[src/rtl/hbms_pkg.sv]
package hbms_pkg;

  // descriptor and field widths
  localparam int unsigned DescW    = 256;
  localparam int unsigned WordW    = 64;
  localparam int unsigned NumWords = DescW / WordW;
  localparam int unsigned IdxW     = 12;
  localparam int unsigned DistW    = 9;
  localparam int unsigned ThrW     = 8;

  // stream packing
  localparam int unsigned InFieldW  = DescW + IdxW;
  localparam int unsigned InDataW   = ((InFieldW + 7) / 8) * 8;
  localparam int unsigned OutFieldW = IdxW + DistW + 1;
  localparam int unsigned OutDataW  = ((OutFieldW + 7) / 8) * 8;
  localparam int unsigned UserW     = 2;
  localparam int unsigned UserActionBit = 0;
  localparam int unsigned UserSkipBit   = 1;

  // feature index range check
  localparam int unsigned MaxFeatures = 4096;
  localparam int unsigned IdxExtW     = 17;

  localparam logic [DistW-1:0] NoMatchDist    = DistW'(256);
  localparam logic [ThrW-1:0]  ThresholdReset = ThrW'(100);

  typedef enum logic {
    ActLoad = 1'b0,
    ActCand = 1'b1
  } action_e;

  typedef struct packed {
    action_e         action;
    logic            skip;
    logic            last;
    logic [IdxW-1:0] cand_index;
  } item_t;

  typedef struct packed {
    logic             found;
    logic [DistW-1:0] best_distance;
    logic [IdxW-1:0]  best_index;
  } result_t;

endpackage

[src/rtl/hbms_popcount.sv]
module hbms_popcount (
  input  logic [hbms_pkg::DescW-1:0] vec_i,
  output logic [hbms_pkg::DistW-1:0] count_o
);

  localparam int unsigned NumBytes = hbms_pkg::DescW / 8;

  function automatic logic [3:0] byte_count(input logic [7:0] b);
    logic [3:0] acc;
    acc = 4'd0;
    for (int k = 0; k < 8; k++) begin
      acc = acc + 4'(b[k]);
    end
    return acc;
  endfunction

  logic [3:0] c8   [NumBytes];
  logic [4:0] c16  [NumBytes/2];
  logic [5:0] c32  [NumBytes/4];
  logic [6:0] c64  [NumBytes/8];
  logic [7:0] c128 [NumBytes/16];

  // adder tree, one level per stage of width growth
  always_comb begin
    for (int i = 0; i < NumBytes; i++) begin
      c8[i] = byte_count(vec_i[8*i +: 8]);
    end
    for (int i = 0; i < NumBytes/2; i++) begin
      c16[i] = 5'(c8[2*i]) + 5'(c8[2*i+1]);
    end
    for (int i = 0; i < NumBytes/4; i++) begin
      c32[i] = 6'(c16[2*i]) + 6'(c16[2*i+1]);
    end
    for (int i = 0; i < NumBytes/8; i++) begin
      c64[i] = 7'(c32[2*i]) + 7'(c32[2*i+1]);
    end
    for (int i = 0; i < NumBytes/16; i++) begin
      c128[i] = 8'(c64[2*i]) + 8'(c64[2*i+1]);
    end
  end

  assign count_o = hbms_pkg::DistW'(c128[0]) + hbms_pkg::DistW'(c128[1]);

endmodule

[src/rtl/hbms_tracker.sv]
module hbms_tracker #(
  parameter int unsigned MaxFeatures = hbms_pkg::MaxFeatures
) (
  input  logic                        clk_i,
  input  logic                        rst_ni,
  input  logic                        cfg_wr_en_i,
  input  logic [hbms_pkg::ThrW-1:0]   cfg_wr_data_i,
  input  logic                        fire_i,
  input  hbms_pkg::item_t             item_i,
  input  logic [hbms_pkg::DescW-1:0]  desc_i,
  output hbms_pkg::result_t           result_o
);

  logic [hbms_pkg::DescW-1:0] ref_q;
  logic [hbms_pkg::DistW-1:0] best_q, best_d;
  logic [hbms_pkg::IdxW-1:0]  slot_q, slot_d;
  logic [hbms_pkg::ThrW-1:0]  thr_q;
  logic [hbms_pkg::DistW-1:0] ham_dist;
  logic                       in_range;
  logic                       better;
  logic [hbms_pkg::DistW-1:0] cand_best;
  logic [hbms_pkg::IdxW-1:0]  cand_slot;

  hbms_popcount u_popcount (
    .vec_i   (ref_q ^ desc_i),
    .count_o (ham_dist)
  );

  assign in_range = (hbms_pkg::IdxExtW'(item_i.cand_index)
                     < hbms_pkg::IdxExtW'(MaxFeatures));
  // strict compare: earliest of equal distances wins
  assign better    = !item_i.skip && in_range && (ham_dist < best_q);
  assign cand_best = better ? ham_dist : best_q;
  assign cand_slot = better ? item_i.cand_index : slot_q;

  always_comb begin
    best_d = best_q;
    slot_d = slot_q;
    if (fire_i) begin
      if (item_i.action == hbms_pkg::ActLoad || item_i.last) begin
        best_d = hbms_pkg::NoMatchDist;
        slot_d = '0;
      end else begin
        best_d = cand_best;
        slot_d = cand_slot;
      end
    end
  end

  always_ff @(posedge clk_i or negedge rst_ni) begin
    if (!rst_ni) begin
      ref_q  <= '0;
      best_q <= hbms_pkg::NoMatchDist;
      slot_q <= '0;
      thr_q  <= hbms_pkg::ThresholdReset;
    end else begin
      best_q <= best_d;
      slot_q <= slot_d;
      if (fire_i && item_i.action == hbms_pkg::ActLoad) begin
        ref_q <= desc_i;
      end
      if (cfg_wr_en_i) begin
        thr_q <= cfg_wr_data_i;
      end
    end
  end

  assign result_o.best_index    = cand_slot;
  assign result_o.best_distance = cand_best;
  assign result_o.found         = (cand_best <= hbms_pkg::DistW'(thr_q));

endmodule

[src/rtl/hamming_best_match_selector.sv]
// path: a last candidate word passes the input register, then the result register, before its
//   result shows on the master side
// throughput: one word per cycle unless a reporting word waits on a full result register; the xor
//   popcount, compare and best-so-far update are all combinational between the input and result registers
// reset: rst_ni is asynchronous active low; clears valids and reference,
//   best-so-far back to no match, threshold back to 100
module hamming_best_match_selector #(
  parameter int unsigned MaxFeatures = hbms_pkg::MaxFeatures
) (
  input  logic                           clk_i,
  input  logic                           rst_ni,
  // threshold register write
  input  logic                           cfg_wr_en_i,
  input  logic [hbms_pkg::ThrW-1:0]      cfg_wr_data_i,
  // input stream
  input  logic                           s_axis_tvalid_i,
  output logic                           s_axis_tready_o,
  // word0[63:0], word1[127:64], word2[191:128], word3[255:192], cand_index[267:256], pad
  input  logic [hbms_pkg::InDataW-1:0]   s_axis_tdata_i,
  // action[0], skip[1]
  input  logic [hbms_pkg::UserW-1:0]     s_axis_tuser_i,
  input  logic                           s_axis_tlast_i,
  // result stream
  output logic                           m_axis_tvalid_o,
  input  logic                           m_axis_tready_i,
  // best_index[11:0], best_distance[20:12], found[21], pad
  output logic [hbms_pkg::OutDataW-1:0]  m_axis_tdata_o
);

  // input register stage
  logic                       in_v_q;
  hbms_pkg::item_t            in_item_q;
  logic [hbms_pkg::DescW-1:0] in_desc_q;
  logic                       in_accept;
  logic                       in_fire;
  logic                       reports;

  // result register stage
  logic                       out_v_q;
  hbms_pkg::result_t          out_q;
  hbms_pkg::result_t          result;

  // only a candidate marked last produces a word on the master side
  assign reports = (in_item_q.action == hbms_pkg::ActCand) && in_item_q.last;

  // the held word retires unless it reports and the result slot stays occupied
  assign in_fire = in_v_q && (!reports || !out_v_q || m_axis_tready_i);

  // a new word may enter while an older result still waits to be taken
  assign s_axis_tready_o = !in_v_q || in_fire;
  assign in_accept       = s_axis_tvalid_i && s_axis_tready_o;

  always_ff @(posedge clk_i or negedge rst_ni) begin
    if (!rst_ni) begin
      in_v_q <= 1'b0;
    end else if (s_axis_tready_o) begin
      in_v_q <= s_axis_tvalid_i;
    end
  end

  // payload needs no reset
  always_ff @(posedge clk_i) begin
    if (in_accept) begin
      in_item_q.action     <= hbms_pkg::action_e'(s_axis_tuser_i[hbms_pkg::UserActionBit]);
      in_item_q.skip       <= s_axis_tuser_i[hbms_pkg::UserSkipBit];
      in_item_q.last       <= s_axis_tlast_i;
      in_item_q.cand_index <= s_axis_tdata_i[hbms_pkg::DescW +: hbms_pkg::IdxW];
      in_desc_q            <= s_axis_tdata_i[hbms_pkg::DescW-1:0];
    end
  end

  // popcount, compare and best-so-far tracking
  hbms_tracker #(
    .MaxFeatures (MaxFeatures)
  ) u_tracker (
    .clk_i         (clk_i),
    .rst_ni        (rst_ni),
    .cfg_wr_en_i   (cfg_wr_en_i),
    .cfg_wr_data_i (cfg_wr_data_i),
    .fire_i        (in_fire),
    .item_i        (in_item_q),
    .desc_i        (in_desc_q),
    .result_o      (result)
  );

  always_ff @(posedge clk_i or negedge rst_ni) begin
    if (!rst_ni) begin
      out_v_q <= 1'b0;
    end else if (in_fire && reports) begin
      out_v_q <= 1'b1;
    end else if (m_axis_tready_i) begin
      out_v_q <= 1'b0;
    end
  end

  always_ff @(posedge clk_i) begin
    if (in_fire && reports) begin
      out_q <= result;
    end
  end

  assign m_axis_tvalid_o = out_v_q;
  assign m_axis_tdata_o  = hbms_pkg::OutDataW'(out_q);

  // a result appears only right after a reporting candidate retired
  assert property (@(posedge clk_i) disable iff (!rst_ni)
    $rose(out_v_q) |-> $past(in_fire && reports))
    else $error("result word without a reporting candidate");

  // a reporting candidate never overwrites a result still waiting
  assert property (@(posedge clk_i) disable iff (!rst_ni)
    (in_fire && reports) |-> (!out_v_q || m_axis_tready_i))
    else $error("pending result overwritten");

  // back-pressure only comes from a held input word
  assert property (@(posedge clk_i) disable iff (!rst_ni)
    !s_axis_tready_o |-> in_v_q)
    else $error("input stalled with empty input stage");

  // a match is never flagged when nothing was kept
  assert property (@(posedge clk_i) disable iff (!rst_ni)
    (out_v_q && out_q.found) |-> (out_q.best_distance != hbms_pkg::NoMatchDist))
    else $error("found set without a kept candidate");

endmodule
[config.mk]
export PLATFORM = sky130hd
export DESIGN_NAME = hamming_best_match_selector
export DESIGN_NICKNAME = d
export VERILOG_FILES = /design/src/rtl/hbms_pkg.sv /design/src/rtl/hbms_popcount.sv /design/src/rtl/hbms_tracker.sv /design/src/rtl/hamming_best_match_selector.sv
export SDC_FILE = /design/constraint.sdc
export NUM_CORES = 1
export LEC_CHECK = 0
export BUFFER_PORTS_ARGS = -buffer_cell sky130_fd_sc_hd__buf_2
export CORE_ASPECT_RATIO = 0.9
export CORE_MARGIN = 2
export CORE_UTILIZATION = 30
export DETAILED_ROUTE_END_ITERATION = 7
export SYNTH_ARGS = -nofsm -noshare
export SYNTH_HDL_FRONTEND = slang
export SYNTH_HIERARCHICAL = 1
export SYNTH_SLANG_ARGS = --single-unit
[constraint.sdc]
create_clock -name clk_i -period 13.5 [get_ports clk_i]
set_clock_uncertainty 0.05 [all_clocks]
set_input_delay 2.7 -clock clk_i [delete_from_list [all_inputs] [get_ports clk_i]]
set_output_delay 2.7 -clock clk_i [all_outputs]
set_load 0.005 [all_outputs]
==> results of run 1 <==
==> metal layers <==
layer  vias to the layer above  wire length [um]  share of wire [%]  global-route usage (%)
met5                         -                56              0.090                       0
met4                         8              1280                2.1                    3.45
met3                       101              3160                5.1                    3.35
met2                       284             29900                 48                    20.4
met1                      7843             27700                 45                    16.8
li1                       7044                 -                  -                       -
==> kinds of logic after synthesis <==
kind of cell | share of synthesized area (%)
mux | 10.6
simple gates | 0.744
flops | 54.3
compound gates | 1.80
buf+inv | 5.75
fa+ha+maj | 18.9
other cells | 0.0127
xor+xnor | 7.80
==> registers in the layout, indices dropped and copies added, names as in the netlist <==
name / count
u_tracker/thr_q: 8
u_tracker/ref_q: 256
in_item_q: 15
in_desc_q: 256
u_tracker/best_q: 9
m_axis_tvalid_o: 1
m_axis_tdata_o: 22
in_v_q: 1
u_tracker/slot_q: 12
==> synth_stat cells (4+ instances only) <==
cell,instances
sky130_fd_sc_hd__nand4_1,4
sky130_fd_sc_hd__ha_1,58
sky130_fd_sc_hd__a211oi_1,4
sky130_fd_sc_hd__dfstp_2,4
sky130_fd_sc_hd__mux2_2,257
sky130_fd_sc_hd__nor2_1,7
sky130_fd_sc_hd__fa_1,242
sky130_fd_sc_hd__or2_1,4
sky130_fd_sc_hd__mux2_1,20
sky130_fd_sc_hd__buf_2,29
sky130_fd_sc_hd__a32o_1,20
sky130_fd_sc_hd__edfxtp_1,293
sky130_fd_sc_hd__clkbuf_1,6
sky130_fd_sc_hd__dfrtp_1,283
sky130_fd_sc_hd__a21oi_1,10
sky130_fd_sc_hd__nand2_1,12
sky130_fd_sc_hd__xor2_1,257
sky130_fd_sc_hd__inv_1,394
sky130_fd_sc_hd__o21ai_0,8
sky130_fd_sc_hd__xnor2_1,5
==> path summary, 6_finish.rpt <==
kind | end | slack [ns] | cells after the start
worst max-delay path | m_axis_tdata_o[21] | 1.19 | 39
max in group asynchronous | u_tracker/ref_q[25] | 8.90 | 3
min in group asynchronous | u_tracker/ref_q[205] | 2.02 | 1
worst max register to register | m_axis_tdata_o[21] | 1.19 | 39
worst min-delay path | u_tracker/slot_q[11] | 0.43 | 1
worst min register to register | u_tracker/slot_q[11] | 0.43 | 1
==> per-stage QoR <==
step	setup WS, ns	hold WS [ns]
3_5_place_dp	1.16	0.428
4_1_cts	1.07	0.434
5_1_grt	0.514	0.461
3_3_place_gp	1.25	0.424
6_report	1.19	0.434
2_1_floorplan	2.43	0.410
==> layout make-up <==
cell class | instances | area (um2)
Timing Repair Buffer | 316 | 1640
Tap cell | 1265 | 1580
Inverter | 395 | 1480
Clock inverter | 33 | 462
Sequential cell | 580 | 16000
Antenna cell | 4 | 10.0
Fill cell | 9237 | 62000
Multi-Input combinational cell | 946 | 11800
Clock buffer | 95 | 1980
==> impl_metrics.ini, run 1 <==
[run_status]
status = complete, no violations

[timing]
hold_viol_final = 0
rsz0062_at_grt = no
finalSetupViolCount = 0
tightestPinTransition_ns = 1.07
timing.setup.tns_ns = 0
report.final.slew_viol_count = 0
period_minus_slack_ns = 12.31
max_freq_mhz = 81.2
period_share_pct = 91.2
timing.slew.headroom_pct = 28.5

[drt]
viasPerCell = 4.20
total_via_count_in_the_routed_design = 15300
antenna_left = 0
drc_errors = 0
detail_route.first_pass.iterations = 4
post_drt_wl_per_cell_um = 17.1
detailedRoute.firstIterationViolations = 628
detail_route.wirelength_um = 62000

[final_layout]
most_common_library_cell_in_the_layout_ignoring_fill_and_taps = sky130_fd_sc_hd__inv_1
share_of_cells_above_drive_strength_1_pct = 29.7
post_route_utilization_pct = 36.0
growth_of_design_area_from_synthesis_to_finish_pct = 18.6
design.final.nets = 2896
cell_area_after_layout_um2 = 34900
layout.cells.most_common_list = 394 x sky130_fd_sc_hd__inv_1, 306 x sky130_fd_sc_hd__buf_2, 293 x sky130_fd_sc_hd__edfxtp_1, 283 x sky130_fd_sc_hd__dfrtp_1
stdcell_count = 3634

[worst_setup_path]
critical_path_buf_inv_count = 8
wp_data_required_ns = 13.77
max_stage_delay_ns = 0.69
cp_common_cell = sky130_fd_sc_hd__fa_1
timing_worst_setup_path_type = reg -> reg
end_kind = flip-flop
cp-startpoint = in_desc_q[16]
category_of_the_worst_setup_path_launch_point = flip-flop
critical-path-top-delay-family = adder cells
critical_path.reg2reg.startpoint = in_desc_q[16]
slowest_stage_cell_cp = sky130_fd_sc_hd__o211ai_4
crit_arrival_ns = 12.58
worstPathMaxFanout = 23

[synth]
synth_sequential_area_ratio_pct = 54.3
number_of_flops_mapped_to_enable_cells_by_yosys = 293
synth.distinct_cells = 53
synth_top_cell_area_share_pct = 29.9
yosys_warnings = 6
async_flop_share_pct = 49.5
postSynthRegisterBits = 580
synth.largest_area_cell = sky130_fd_sc_hd__edfxtp_1
synthesized_area_per_cell_um2 = 15.0
synthesis.area_um2 = 29400
synth_top_cells_by_area = sky130_fd_sc_hd__edfxtp_1 30%, sky130_fd_sc_hd__dfrtp_1 24%, sky130_fd_sc_hd__fa_1 16%
dominantRegCellSynth = sky130_fd_sc_hd__edfxtp_1
synthesis.instances = 1960

[placement]
number_of_input_and_output_port_buffers_inserted = 307
finalWeightedCongestion = 0.764
dpl.cell_count = 3502
placement.cell_area_um2 = 32500
dp_hpwl_um = 46000

[clock_tree]
tritoncts = done
clock_latency_ns = 0.62
cts_root_buf = sky130_fd_sc_hd__clkbuf_16
max-clock-path-buffers = 3
clkSlewWorstSetupHoldPaths_ns = 0.06
numCtsBuffers = 69
cts_hold_repair.buffers = 0
cts.htree.levels = 3
cts_num_sinks = 580
cts_post_setup_buffers_inserted = 0
cts-resized-gates = 0

[floorplanning]
io-pin-count = 314
coreArea_um2 = 96900
initial_core_util_pct = 30.4
die_area_um2 = 101000
floorplan.die.width_um = 334
floorplan.rows = 108
die_height_um = 301

[run]
number_of_max_capacitance_violations_reported = 0

[global_routing]
grt_pass1_wl_um = 96300
grt_max_degree = 144
via_count_of_the_first_global_routing_pass = 17000
grt_overflow_total = 0
antenna_found_initial = 12
track_usage_pct = 12.6

[min_path]
min-delay-start = in_item_q[11]
hold_path.class = reg -> reg
Power of run 1 is left out: the tool's default activity adds up to more than one toggle a clock period on the data nets, which glitch-free logic cannot reach.
==> run 2, diff against run 1 <==
Settings changed: RECOVER_POWER from default to 50.
==> run 2 against run 1 <==
Against the previous run:
- non-clock buffer count is the same
- via count shrank 0.12%
- first-iteration DRC count shrank 6.7%
- hold slack lost 0.0017 ns
- critical path depth is the same
- sequential share of layout area grew 0.17 points
- critical endpoint unchanged
- the flow now finishes with violations (capacitance limit, slew limit)
- clock-buffer cell count is the same
==> impl_metrics.ini, run 2 (same netlist as run 1, synthesis figures left out) <==
[clock_tree]
cts_num_sinks = 580
clock_latency_ns = 0.62
cts_root_buf = sky130_fd_sc_hd__clkbuf_16
cts_post_setup_buffers_inserted = 0
cts-resized-gates = 0
tritoncts = done
cts_hold_repair.buffers = 0
clkSlewWorstSetupHoldPaths_ns = 0.06
numCtsBuffers = 69
cts.htree.levels = 3
max-clock-path-buffers = 3

[timing]
rsz0062_at_grt = no
report.final.slew_viol_count = 283
hold_viol_final = 0
max_freq_mhz = 81.2
timing.slew.headroom_pct = -224
finalSetupViolCount = 0
period_minus_slack_ns = 12.32
whs_ns = 0.433
timing.setup.tns_ns = 0
tightestPinTransition_ns = 4.86
period_share_pct = 91.3

[drt]
detail_route.first_pass.iterations = 4
detail_route.wirelength_um = 62100
antenna_left = 0
viasPerCell = 4.20
total_via_count_in_the_routed_design = 15300
post_drt_wl_per_cell_um = 17.1
detailedRoute.firstIterationViolations = 586
drc_errors = 0

[global_routing]
antenna_found_initial = 12
grt_util_met3_pct = 3.35
track_usage_pct = 12.6
met1_demand_to_capacity_share_in_global_routing_pct = 16.8
via_count_of_the_first_global_routing_pass = 17000
top_usage_layer = met2
met2_usage_pct = 20.4
grt_pass1_wl_um = 96300
grt_overflow_total = 0
grt_max_degree = 144

[floorplanning]
io-pin-count = 314
floorplan.rows = 108
die_height_um = 301
floorplan.die.width_um = 334
initial_core_util_pct = 30.4
die_area_um2 = 101000
coreArea_um2 = 96900

[worst_setup_path]
cp-startpoint = in_desc_q[16]
crit_arrival_ns = 12.59
critical_path_buf_inv_count = 8
critical-path-top-delay-family = adder cells
critical_path.reg2reg.startpoint = in_desc_q[16]
cp_common_cell = sky130_fd_sc_hd__fa_1
worstPathMaxFanout = 23
category_of_the_worst_setup_path_launch_point = flip-flop
timing_worst_setup_path_type = reg -> reg
wp_data_required_ns = 13.77
end_kind = flip-flop
slowest_stage_cell_cp = sky130_fd_sc_hd__o211ai_4
max_stage_delay_ns = 0.69

[final_layout]
layout.cells.most_common_list = 394 x sky130_fd_sc_hd__inv_1, 293 x sky130_fd_sc_hd__edfxtp_1, 283 x sky130_fd_sc_hd__dfrtp_1, 257 x sky130_fd_sc_hd__xor2_1, 257 x sky130_fd_sc_hd__mux2_2
design.final.nets = 2896
most_common_library_cell_in_the_layout_ignoring_fill_and_taps = sky130_fd_sc_hd__inv_1
share_of_cells_above_drive_strength_1_pct = 26.2
post_route_utilization_pct = 35.9
growth_of_design_area_from_synthesis_to_finish_pct = 18.2
stdcell_count = 3634

[run_status]
status = finished with violations
failed_checks = capacitance limit, slew limit

[placement]
number_of_input_and_output_port_buffers_inserted = 307
dpl.cell_count = 3502
dp_hpwl_um = 46000
finalWeightedCongestion = 0.764

[min_path]
hold_path.class = reg -> reg
min-delay-start = in_item_q[11]

[run]
number_of_max_capacitance_violations_reported = 4
-- run 2: cell types whose count changed in the layout (fill, tap and decap cells not counted), sizes merged --
cell,change
buf,-82
clkbuf,+82
-- run 2: layout make-up --
type / instances / area [um2]
fillers: 9282 / 62100
flip-flops and latches: 580 / 16000
multi-input cells: 946 / 11800
clock buffers: 95 / 1980
well taps: 1265 / 1580
repair buffers: 316 / 1520
inverters: 395 / 1480
clock inverters: 33 / 462
diodes: 4 / 10.0
-- run 2: through the flow --
| stage | worst slack (ns) | area [um2] |
|---|---|---|
| 2_1_floorplan | 2.43 | 29400 |
| 3_3_place_gp | 1.25 | 32500 |
| 3_5_place_dp | 1.16 | 32500 |
| 4_1_cts | 1.07 | 34900 |
| 5_1_grt | 0.514 | 34800 |
| 6_report | 1.18 | 34800 |
-- run 2: final timing paths --
check | endpoint | slack, ns | cells after the start
max | m_axis_tdata_o[21] | 1.18 | 39
min | u_tracker/slot_q[11] | 0.43 | 1
max reg2reg | m_axis_tdata_o[21] | 1.18 | 39
min reg2reg | u_tracker/slot_q[11] | 0.43 | 1
max in group asynchronous | u_tracker/ref_q[25] | 3.88 | 3
min in group asynchronous | u_tracker/ref_q[205] | 3.78 | 1
-- run 2: routing by layer --
metal | part of all wire [%] | up-vias | routed length [um]
li1 | - | 7038 | -
met1 | 45 | 7837 | 27800
met2 | 48 | 277 | 29800
met3 | 5.1 | 101 | 3150
met4 | 2.1 | 8 | 1280
met5 | 0.090 | - | 56
Power of run 2 is left out for the same reason.
